$ cat src/hdl/bbcd_pkg.sv
`timescale 1ns / 1ps
// ---------------------------------------------------------------------------
// bbcd_pkg
// Shared types and constants of the block buffer cache directory.
// ---------------------------------------------------------------------------
package bbcd_pkg;

  localparam int DEVICES = 4;
  localparam int ENTRIES = 16;
  localparam int SLOT_W  = 4;
  localparam int DEV_W   = 2;
  localparam int ADDR_W  = 64;
  localparam int CIDX_W  = 3;

  localparam logic [SLOT_W-1:0] LAST_SLOT = SLOT_W'(ENTRIES - 1);

  // opcodes
  localparam logic [2:0] OP_READ      = 3'd0;
  localparam logic [2:0] OP_FILL      = 3'd1;
  localparam logic [2:0] OP_WRITE     = 3'd2;
  localparam logic [2:0] OP_FLUSH_DEV = 3'd3;
  localparam logic [2:0] OP_FLUSH_ALL = 3'd4;

  // result status codes
  localparam logic [1:0] ST_OK         = 2'd0;
  localparam logic [1:0] ST_BAD_DEV    = 2'd1;
  localparam logic [1:0] ST_BAD_ADDR   = 2'd2;
  localparam logic [1:0] ST_FLUSH_FAIL = 2'd3;

  // configuration register indexes
  localparam logic [CIDX_W-1:0] CFG_NUM_DEVICES = 3'd0;
  localparam logic [CIDX_W-1:0] CFG_BLOCKS0     = 3'd1;

  typedef enum logic [2:0] {
    S_IDLE,
    S_CHECK,
    S_RD,
    S_CMP,
    S_FIN,
    S_ALLOC
  } state_t;

  typedef struct packed {
    logic [DEV_W-1:0]  dev;
    logic [ADDR_W-1:0] addr;
  } tag_t;

  typedef struct packed {
    logic req_dev_ok;
    logic req_addr_ok;
    logic ent_dev_ok;
  } chk_t;

  typedef struct packed {
    logic [1:0]        status;
    logic              hit;
    logic [SLOT_W-1:0] slot;
    logic              stored;
    logic              writeback;
    logic [DEV_W-1:0]  wb_device;
    logic [ADDR_W-1:0] wb_block_addr;
    logic              last;
  } res_t;

endpackage

$ cat src/hdl/bbcd_cfg_regs.sv
`timescale 1ns / 1ps
// ---------------------------------------------------------------------------
// bbcd_cfg_regs
// Device count and per-device block counts, with the device and address
// range checks built on them.
// ---------------------------------------------------------------------------
module bbcd_cfg_regs (
  input  logic                          clk,
  input  logic                          rst,
  input  logic                          cfg_valid,
  output logic                          cfg_ready,
  input  logic [bbcd_pkg::CIDX_W-1:0]   cfg_index,
  input  logic [bbcd_pkg::ADDR_W-1:0]   cfg_data,
  input  logic [7:0]                    req_dev,
  input  logic [bbcd_pkg::ADDR_W-1:0]   req_addr,
  input  logic [bbcd_pkg::DEV_W-1:0]    ent_dev,
  output bbcd_pkg::chk_t                chk
);
  import bbcd_pkg::*;

  logic [2:0]        num_devices;
  logic [ADDR_W-1:0] blocks [DEVICES];
  logic [CIDX_W-1:0] boff;

  assign cfg_ready = 1'b1;
  assign boff      = cfg_index - CFG_BLOCKS0;

  always_ff @(posedge clk) begin
    if (rst) begin
      num_devices <= '0;
      for (int i = 0; i < DEVICES; i++) begin
        blocks[i] <= '0;
      end
    end else if (cfg_valid) begin
      case (cfg_index)
        CFG_NUM_DEVICES: num_devices <= cfg_data[2:0];
        default: begin
          // indexes past the last block count register are dropped
          if (cfg_index >= CFG_BLOCKS0 && boff < CIDX_W'(DEVICES)) begin
            blocks[boff[DEV_W-1:0]] <= cfg_data;
          end
        end
      endcase
    end
  end

  always_comb begin
    chk.req_dev_ok  = (req_dev < {5'b0, num_devices}) && (req_dev < 8'(DEVICES));
    chk.req_addr_ok = req_addr < blocks[req_dev[DEV_W-1:0]];
    chk.ent_dev_ok  = ({1'b0, ent_dev} < num_devices) && ({1'b0, ent_dev} < 3'(DEVICES));
  end

endmodule

$ cat src/hdl/block_buffer_cache_directory.sv
`timescale 1ns / 1ps
// ---------------------------------------------------------------------------
// block_buffer_cache_directory
// Tag/state directory of a fully associative write-back block cache.
// ---------------------------------------------------------------------------
// One transaction at a time: accept and check states, then a walk over the 16
// entries (S_RD per entry, S_CMP after a read of the registered tag RAM) that
// ends at a read or write hit, then a result state, plus S_ALLOC for a write
// that misses. Fill skips the walk; errors and unused opcodes end at the check.
// Reset clears valid/dirty flops, config registers and output valid; the tag
// RAM is not cleared and is only read for valid entries.
module block_buffer_cache_directory (
  input  logic                        clk,
  input  logic                        rst,
  input  logic                        cfg_valid,
  output logic                        cfg_ready,
  input  logic [bbcd_pkg::CIDX_W-1:0] cfg_index,
  input  logic [bbcd_pkg::ADDR_W-1:0] cfg_data,
  input  logic                        in_valid,
  output logic                        in_ready,
  input  logic [2:0]                  opcode,
  input  logic [7:0]                  device,
  input  logic [bbcd_pkg::ADDR_W-1:0] block_addr,
  output logic                        out_valid,
  input  logic                        out_ready,
  output logic [1:0]                  status,
  output logic                        hit,
  output logic [bbcd_pkg::SLOT_W-1:0] slot,
  output logic                        stored,
  output logic                        writeback,
  output logic [bbcd_pkg::DEV_W-1:0]  wb_device,
  output logic [bbcd_pkg::ADDR_W-1:0] wb_block_addr,
  output logic                        last
);
  import bbcd_pkg::*;

  state_t            state, state_next;
  logic [2:0]        op;
  logic [7:0]        dev;
  logic [ADDR_W-1:0] addr;
  logic [SLOT_W-1:0] idx, idx_next;
  logic              found, found_next;
  logic [SLOT_W-1:0] found_slot, found_slot_next;
  logic              fail, fail_next;

  logic [ENTRIES-1:0] entry_valid;
  logic [ENTRIES-1:0] entry_dirty;
  tag_t               tag_mem [ENTRIES];
  tag_t               rd_data;

  logic              rd_en, wr_en, wr_dirty, clr_dirty, adv;
  logic [SLOT_W-1:0] wr_slot;
  logic              empty_any;
  logic [SLOT_W-1:0] empty_slot;
  logic              relevant, tag_match;
  chk_t              chk;

  res_t res, res_next;
  logic out_load, out_free;

  bbcd_cfg_regs u_cfg (
    .clk       (clk),
    .rst       (rst),
    .cfg_valid (cfg_valid),
    .cfg_ready (cfg_ready),
    .cfg_index (cfg_index),
    .cfg_data  (cfg_data),
    .req_dev   (dev),
    .req_addr  (addr),
    .ent_dev   (rd_data.dev),
    .chk       (chk)
  );

  // tag RAM: one read and one write port, registered read
  always_ff @(posedge clk) begin
    if (rd_en) begin
      rd_data <= tag_mem[idx];
    end
    if (wr_en) begin
      tag_mem[wr_slot] <= '{dev: dev[DEV_W-1:0], addr: addr};
    end
  end

  always_ff @(posedge clk) begin
    if (rst) begin
      entry_valid <= '0;
      entry_dirty <= '0;
    end else begin
      if (wr_en) begin
        entry_valid[wr_slot] <= 1'b1;
        entry_dirty[wr_slot] <= wr_dirty;
      end
      if (clr_dirty) begin
        entry_dirty[idx] <= 1'b0;
      end
    end
  end

  // first empty entry
  always_comb begin
    empty_any  = 1'b0;
    empty_slot = '0;
    for (int i = ENTRIES - 1; i >= 0; i--) begin
      if (!entry_valid[i]) begin
        empty_any  = 1'b1;
        empty_slot = SLOT_W'(i);
      end
    end
  end

  assign out_free  = !out_valid || out_ready;
  assign relevant  = (op <= OP_WRITE) ? entry_valid[idx] : (entry_valid[idx] && entry_dirty[idx]);
  assign tag_match = (rd_data.dev == dev[DEV_W-1:0]) && (rd_data.addr == addr);

  always_ff @(posedge clk) begin
    if (rst) begin
      state <= S_IDLE;
    end else begin
      state <= state_next;
    end
  end

  always_ff @(posedge clk) begin
    if (in_valid && in_ready) begin
      op   <= opcode;
      dev  <= device;
      addr <= block_addr;
    end
    idx        <= idx_next;
    found      <= found_next;
    found_slot <= found_slot_next;
    fail       <= fail_next;
  end

  always_comb begin
    state_next      = state;
    idx_next        = idx;
    found_next      = found;
    found_slot_next = found_slot;
    fail_next       = fail;
    in_ready        = 1'b0;
    rd_en           = 1'b0;
    wr_en           = 1'b0;
    wr_slot         = idx;
    wr_dirty        = 1'b0;
    clr_dirty       = 1'b0;
    adv             = 1'b0;
    out_load        = 1'b0;
    res_next        = '0;
    case (state)
      S_IDLE: begin
        in_ready = 1'b1;
        if (in_valid) begin
          state_next = S_CHECK;
          idx_next   = '0;
          found_next = 1'b0;
          fail_next  = 1'b0;
        end
      end
      S_CHECK: begin
        if (out_free) begin
          if (op <= OP_FLUSH_DEV && !chk.req_dev_ok) begin
            out_load        = 1'b1;
            res_next.status = ST_BAD_DEV;
            res_next.last   = 1'b1;
            state_next      = S_IDLE;
          end else if (op <= OP_WRITE && !chk.req_addr_ok) begin
            out_load        = 1'b1;
            res_next.status = ST_BAD_ADDR;
            res_next.last   = 1'b1;
            state_next      = S_IDLE;
          end else if (op == OP_FILL) begin
            state_next = S_ALLOC;
          end else if (op <= OP_FLUSH_ALL) begin
            state_next = S_RD;
          end else begin
            out_load      = 1'b1;
            res_next.last = 1'b1;
            state_next    = S_IDLE;
          end
        end
      end
      S_RD: begin
        if (relevant) begin
          rd_en      = 1'b1;
          state_next = S_CMP;
        end else begin
          adv = 1'b1;
        end
      end
      S_CMP: begin
        case (op)
          OP_READ, OP_WRITE: begin
            if (tag_match) begin
              found_next      = 1'b1;
              found_slot_next = idx;
              state_next      = S_FIN;
            end else begin
              adv = 1'b1;
            end
          end
          OP_FLUSH_DEV, OP_FLUSH_ALL: begin
            if ((op == OP_FLUSH_DEV) ? (rd_data.dev == dev[DEV_W-1:0]) : chk.ent_dev_ok) begin
              // hold here until the output register frees up
              if (out_free) begin
                out_load               = 1'b1;
                res_next.slot          = idx;
                res_next.writeback     = 1'b1;
                res_next.wb_device     = rd_data.dev;
                res_next.wb_block_addr = rd_data.addr;
                clr_dirty              = 1'b1;
                adv                    = 1'b1;
              end
            end else begin
              // flush all: dirty entry of a device no longer registered
              if (op == OP_FLUSH_ALL) begin
                fail_next = 1'b1;
              end
              adv = 1'b1;
            end
          end
          default: state_next = S_IDLE;
        endcase
      end
      S_FIN: begin
        if (out_free) begin
          case (op)
            OP_READ: begin
              out_load      = 1'b1;
              res_next.hit  = found;
              res_next.slot = found ? found_slot : '0;
              res_next.last = 1'b1;
              state_next    = S_IDLE;
            end
            OP_WRITE: begin
              if (found) begin
                wr_en           = 1'b1;
                wr_slot         = found_slot;
                wr_dirty        = 1'b1;
                out_load        = 1'b1;
                res_next.slot   = found_slot;
                res_next.stored = 1'b1;
                res_next.last   = 1'b1;
                state_next      = S_IDLE;
              end else begin
                state_next = S_ALLOC;
              end
            end
            default: begin
              out_load        = 1'b1;
              res_next.status = fail ? ST_FLUSH_FAIL : ST_OK;
              res_next.last   = 1'b1;
              state_next      = S_IDLE;
            end
          endcase
        end
      end
      S_ALLOC: begin
        if (out_free) begin
          out_load      = 1'b1;
          res_next.last = 1'b1;
          state_next    = S_IDLE;
          if (empty_any) begin
            wr_en           = 1'b1;
            wr_slot         = empty_slot;
            wr_dirty        = (op == OP_WRITE);
            res_next.slot   = empty_slot;
            res_next.stored = 1'b1;
          end
        end
      end
      default: state_next = S_IDLE;
    endcase

    if (adv) begin
      if (idx == LAST_SLOT) begin
        state_next = S_FIN;
      end else begin
        idx_next   = idx + 1'b1;
        state_next = S_RD;
      end
    end
  end

  // output register
  always_ff @(posedge clk) begin
    if (rst) begin
      out_valid <= 1'b0;
    end else if (out_load) begin
      out_valid <= 1'b1;
    end else if (out_ready) begin
      out_valid <= 1'b0;
    end
  end

  always_ff @(posedge clk) begin
    if (out_load) begin
      res <= res_next;
    end
  end

  assign status        = res.status;
  assign hit           = res.hit;
  assign slot          = res.slot;
  assign stored        = res.stored;
  assign writeback     = res.writeback;
  assign wb_device     = res.wb_device;
  assign wb_block_addr = res.wb_block_addr;
  assign last          = res.last;

endmodule

$ cat config.mk
export PLATFORM = sky130hd
export DESIGN_NAME = block_buffer_cache_directory
export DESIGN_NICKNAME = d
export VERILOG_FILES = /design/src/hdl/bbcd_pkg.sv /design/src/hdl/bbcd_cfg_regs.sv /design/src/hdl/block_buffer_cache_directory.sv
export SDC_FILE = /design/constraint.sdc
export NUM_CORES = 2
export LEC_CHECK = 0
export BUFFER_PORTS_ARGS = -buffer_cell sky130_fd_sc_hd__buf_2
export CAP_MARGIN = 20
export CORE_MARGIN = 5
export CORE_UTILIZATION = 30
export DETAILED_ROUTE_END_ITERATION = 16
export SYNTH_ARGS = -nofsm -noshare
export SYNTH_HDL_FRONTEND = slang
export SYNTH_SLANG_ARGS = --single-unit
$ cat constraint.sdc
create_clock -name clk -period 7.5 [get_ports clk]
set_input_delay 0.375 -clock clk [delete_from_list [all_inputs] [get_ports clk]]
set_output_delay 0.375 -clock clk [all_outputs]
set_load 0.02 [all_outputs]
Yosys cells after proc, flatten, opt, wreduce, memory -nomap -nowiden --
Memories as Yosys holds them, arrays and structs flattened. A register that Yosys moved wholly into a read port is not among the register bits. Cells that the tools add are included.
Cells by class: add/subtract/negate cells 2, order comparisons 13, equal/unequal tests 25, muxes and demuxes 145, bitwise operators 3, reductions and logical operators 29
Operator list (number):
- $mux 4 | 29
- $mux 67 | 1
- $mux 1 | 66
- $eq 64x64->1 | 1
- $lt 64x64->1 | 1
- $mux 64 | 1
- $reduce_or 64->1 | 1
- $mux 16 | 3
- $mux 3 | 13
- $ne 3x3->1 const B | 6
- $pmux 3 s6 | 1
- $and 16x16->16 | 1
- $bwmux 16 | 1
- $mux 2 | 8
- $not 16->16 | 1
- $or 16x16->16 | 1
- $pmux 4 s2 | 2
- $mux 5 | 3
- $pmux 1 s2 | 7
- $eq 3x2->1 const B | 4
- $pmux 4 s3 | 1
- $lt 4x5->1 const B | 2
- $ne 2x2->1 const B | 5
- $eq 3x3->1 const B | 3
- other kinds (33) | 55
Storage, ports and cells: bits in registers 200, memory bits (writable) 1312, input port bits 147, output and inout port bits 79, logic and storage cells 239, memories kept 2
Memory list:
- tag_mem | words 16, bits a word 66, read ports 1, clocked after memory_dff 1, write ports 1, line block_buffer_cache_directory.sv:48 | tag_t tag_mem [ENTRIES];
- u_cfg.blocks | words 4, bits a word 64, read ports 1, clocked after memory_dff 1, write ports 4, line bbcd_cfg_regs.sv:22 | logic [ADDR_W-1:0] blocks [DEVICES];

Logic depth before layout (Yosys ltp) --
depth in word-level cells 28, depth in mapped cells 13

Cells and area by module --
A second synthesis with hierarchy kept.
Second synthesis, totals: cells, all modules 3083, area total of the unflattened synthesis 63035.5 um2
Modules (own cells, without submodules):
- block_buffer_cache_directory | instances 1, cells an instance 2197, area each 50170.6 um2, sequential area each 39207.6 um2
- bbcd_cfg_regs | instances 1, cells an instance 886, area each 12864.8 um2, sequential area each 7747.4 um2

Worst setup path before layout --
OpenSTA, ideal clock, no wires.
path type reg2reg, from register with a tool-made name, to register res (netlist bit hit), enable pin, setup time 526 ps, arrival time 6972 ps, setup slack 2 ps, stages on the path, launching flop included 14, buffers on the path 2, clock period less this slack 7498 ps, path through dfxtp_1 clkbuf_1 buf_1 mux4_2 inv_1 ha_1 nand4_1 or4_1 or2_2 nor4_1 o21ai_0 nand4b_1 a21oi_1 o21bai_1
RTL lines:
- end signal: assignment | line block_buffer_cache_directory.sv:298 | res <= res_next;
- end: declaration | line block_buffer_cache_directory.sv:58 | res_t res, res_next;

==> reports/qor.yml <==
worst_hold_path:
  min-delay-start: "cfg_valid"
  hold-path-cell-count: 4
  hold_end: "u_cfg.num_devices[1]"
  hp-class: "primary input to flop"
floorplanning:
  dieArea_sq_mm: 0.220
  die_y_um: 469
  die_x_um: 469
  initial_core_util: 0.301
  num_rows: 168
  coreArea_sq_mm: 0.209
  boundaryPins: 226
critical_path:
  r2r_setup_slack_ns: 1.77
  crit_fanout: 53
  timing.rr.end: "wb_block_addr[27]"
  crit_required_ns: 8.00
  arrival_ns: 6.22
  start_kind: "flop"
  criticalPathCategory: "flop to flop"
  ff2ff_path_depth: 13
  crit_path_end_kind: "flop"
power_and_ir_drop:
  power_mw: 22.7
  switching_share: 0.273
  irDropWorstVdd_mv: 0.286
  leakagePower_nw: 23.7
  comb_power_share: 0.151
  p_sw_mw: 6.20
  pwr-share-seq: 0.512
  pwr-share-clk: 0.337
  p_int_mw: 16.5
  cellPowerDensity_mw_per_mm2: 306
global_route:
  grt_usage: 0.153
  grt_pass1_wl_mm: 241
  grt_max_degree: 90
  grt_pass1_vias: 32597
  grt_busiest_layer: "met2"
  use_met2: 0.244
  overflow: 0
  grt_use_met1: 0.215
  grt.met3_usage: 0.0269
  antenna_found_initial: 36
logic_synthesis:
  ys_seq_area_frac: 0.745
  ys_ff_latch: 1580
  synthArstFlopShare: 0
  synth.distinct_cells: 71
  synth_area_leader_cell: "edfxtp_1"
  syn-instance-count: 3083
  synth_flop_cell: "edfxtp_1"
  synth-edff-count: 1535
  synth_area_sq_mm: 0.0631
  syn_area_per_cell_sq_um: 20.5
  yosys_warnings: 0
  ys_top_cells_by_area: "edfxtp_1 (73%), mux4_2 (14%), and2_1 (3.2%)"
  synth.net_count: 3303
  synth_top_area_frac: 0.731
sta:
  finalSetupViolCount: 0
  fin_tns_setup_ns: 0
  hold_violations: 0
  period_minus_slack_ns: 5.73
  maxSlewHeadroom: 0.220
  worst_pin_slew_ns: 1.17
  clock.fmax_mhz: 175
  rsz0062_at_grt: "false"
  slew_viol_final: 0
  final.setup_skew_ns: 0.0230
  post-route-period-util: 0.763
route:
  viasPerCell: 4.90
  ant_nets: 0
  num_vias: 31742
  drt-total-wl_mm: 169
  avgRoutedWirePerCell_um: 26.1
  first_iter_violations: 3098
  firstDrtPassIters: 8
  drc_errors: 0
placement:
  hpwl_mm: 101
  globalplace.congestion: 0.791
  io_buffers: 224
clocking:
  insertion_delay_ns: 0.79
  tritoncts: "yes"
  clk_pin_slew_ns: 0.06
  clk_path_buf_depth: 3
  cts_buffers: 160
  h-tree-depth: 4
  clock-root-buffer: "clkbuf_16"
  cts_sinks: 1580
layout:
  finalCoreUtilization: 0.354
  drive_gt1_frac: 0.261
  fin_nets: 3748
  area_growth_pct: 17.6
  fillCellCount: 19504
run_status:
  status: "completed"
job:
  max_cap_violations: 0
==> metal layers <==
metal  vias up  share of wire
met1     16861           0.43
met2      1261           0.47
met4         4          0.028
met3       230          0.071
met5         -        0.00016
li1      13386              -
==> final cells by class <==
class | instances | area, sq um | area share
diodes | 11 | 27.5 | 0.000371
clock buffers | 215 | 4360 | 0.0587
clock inverters | 75 | 602 | 0.00811
inverters | 89 | 349 | 0.00471
multi-input cells | 1268 | 15300 | 0.206
flip-flops and latches | 1580 | 47000 | 0.634
well taps | 2805 | 3510 | 0.0473
repair buffers | 429 | 3030 | 0.0409
==> power by group through the flow <==
stage / Sequential, mW / Combinational, mW / Clock, mW
2_1_floorplan: 11.4 / 2.27 / 0
3_3_place_gp: 11.8 / 3.39 / 0
3_5_place_dp: 11.8 / 3.43 / 0
4_1_cts: 11.6 / 3.50 / 7.79
5_1_grt: 11.7 / 3.77 / 8.16
6_report: 11.6 / 3.43 / 7.66
==> worst max-delay path, cell delays in order (launching register included) <==
cell,delay [ns]
dfxtp_4,0.92
mux4_2,0.60
inv_1,0.07
ha_1,0.25
a21oi_1,0.14
a31oi_1,0.11
a2111oi_0,0.86
o211ai_1,0.26
o21ai_0,0.76
nand4b_1,0.24
a21oi_1,0.35
o21bai_4,0.07
buf_4,0.34
buf_4,0.39
==> placed cells by master, fill, tap and decap left out, drive strengths merged, types with 20 or more instances in the layout <==
| master | count |
|---|---|
| mux2i | 22 |
| nor4 | 24 |
| xnor2 | 53 |
| nand4 | 27 |
| clkbuf | 215 |
| mux4 | 402 |
| inv | 98 |
| clkinv | 58 |
| and2 | 324 |
| o21ai | 20 |
| edfxtp | 1535 |
| buf | 290 |
| dfxtp | 45 |
| dlygate4sd3 | 139 |
| nor2 | 54 |
| ha | 73 |
| nand2 | 50 |
| a21oi | 34 |
==> worst max path at each step <==
stage / endpoint / slack, ns / depth (start not counted)
after floorplan: hit / 0.002 / 13
after global placement: wb_block_addr[23] / 1.63 / 13
after detailed placement: wb_block_addr[27] / 1.60 / 13
after CTS: wb_block_addr[27] / 1.56 / 13
after global routing: wb_block_addr[11] / 1.34 / 13
final: wb_block_addr[27] / 1.77 / 13
==> logic make-up after synthesis <==
logic type	Yosys count	synth area share
DFF	1580	0.745
and+or+nand+nor	559	0.0534
muxes	425	0.147
buffers and inverters	235	0.0143
AOI/OAI and AO/OA	143	0.0164
adders and majority gates	73	0.0145
xor gates and xnor gates	67	0.00930
other	1	0.0000594
==> registers in the layout, summed over array words and instances, names as in the netlist, 2 cells and up, named ones only <==
register and cells:
op 3, idx 4, u_cfg.blocks 256, status 2, tag_mem 1056, dev 8
state 3, u_cfg.num_devices 3, found_slot 4, rd_data 66, slot 4, entry_valid 16
wb_block_addr 64, wb_device 2, addr 64, entry_dirty 16
==> synthesized netlist by cell type (8+ instances only) <==
library cell / n
ha_1: 73
mux2i_1: 22
buf_1: 41
nand4_1: 27
nor2_1: 54
or2_2: 8
xnor2_1: 53
clkbuf_1: 99
a211oi_1: 16
mux4_2: 402
a21oi_1: 34
o21ai_0: 19
nor3_1: 13
and2_1: 324
nand2b_1: 12
nand2_1: 49
dfxtp_1: 45
inv_1: 89
nand3_1: 12
edfxtp_1: 1535
xor2_1: 14
nor4_1: 15
o211ai_1: 10
==> metrics by stage <==
step | setup slack (ns) | hold slack (ns) | std cells | instance area, sq um
final | 1.77 | 0.115 | 6472 | 74200
after global placement | 1.63 | 0.478 | 6031 | 67800
after global routing | 1.34 | 0.119 | 6465 | 74200
after detailed placement | 1.60 | 0.498 | 6032 | 67800
after floorplan | 0.00197 | 0.458 | 3083 | 63100
after CTS | 1.56 | 0.0583 | 6461 | 74100
==> timing repair <==
item | CTS | global route
hold buffers | 139 | 0
gates resized for setup | 0 | 0
buffers inserted | 0 | 0
endpoints found under the hold margin | 336 | 0
(Power assumes the default switching activity.)
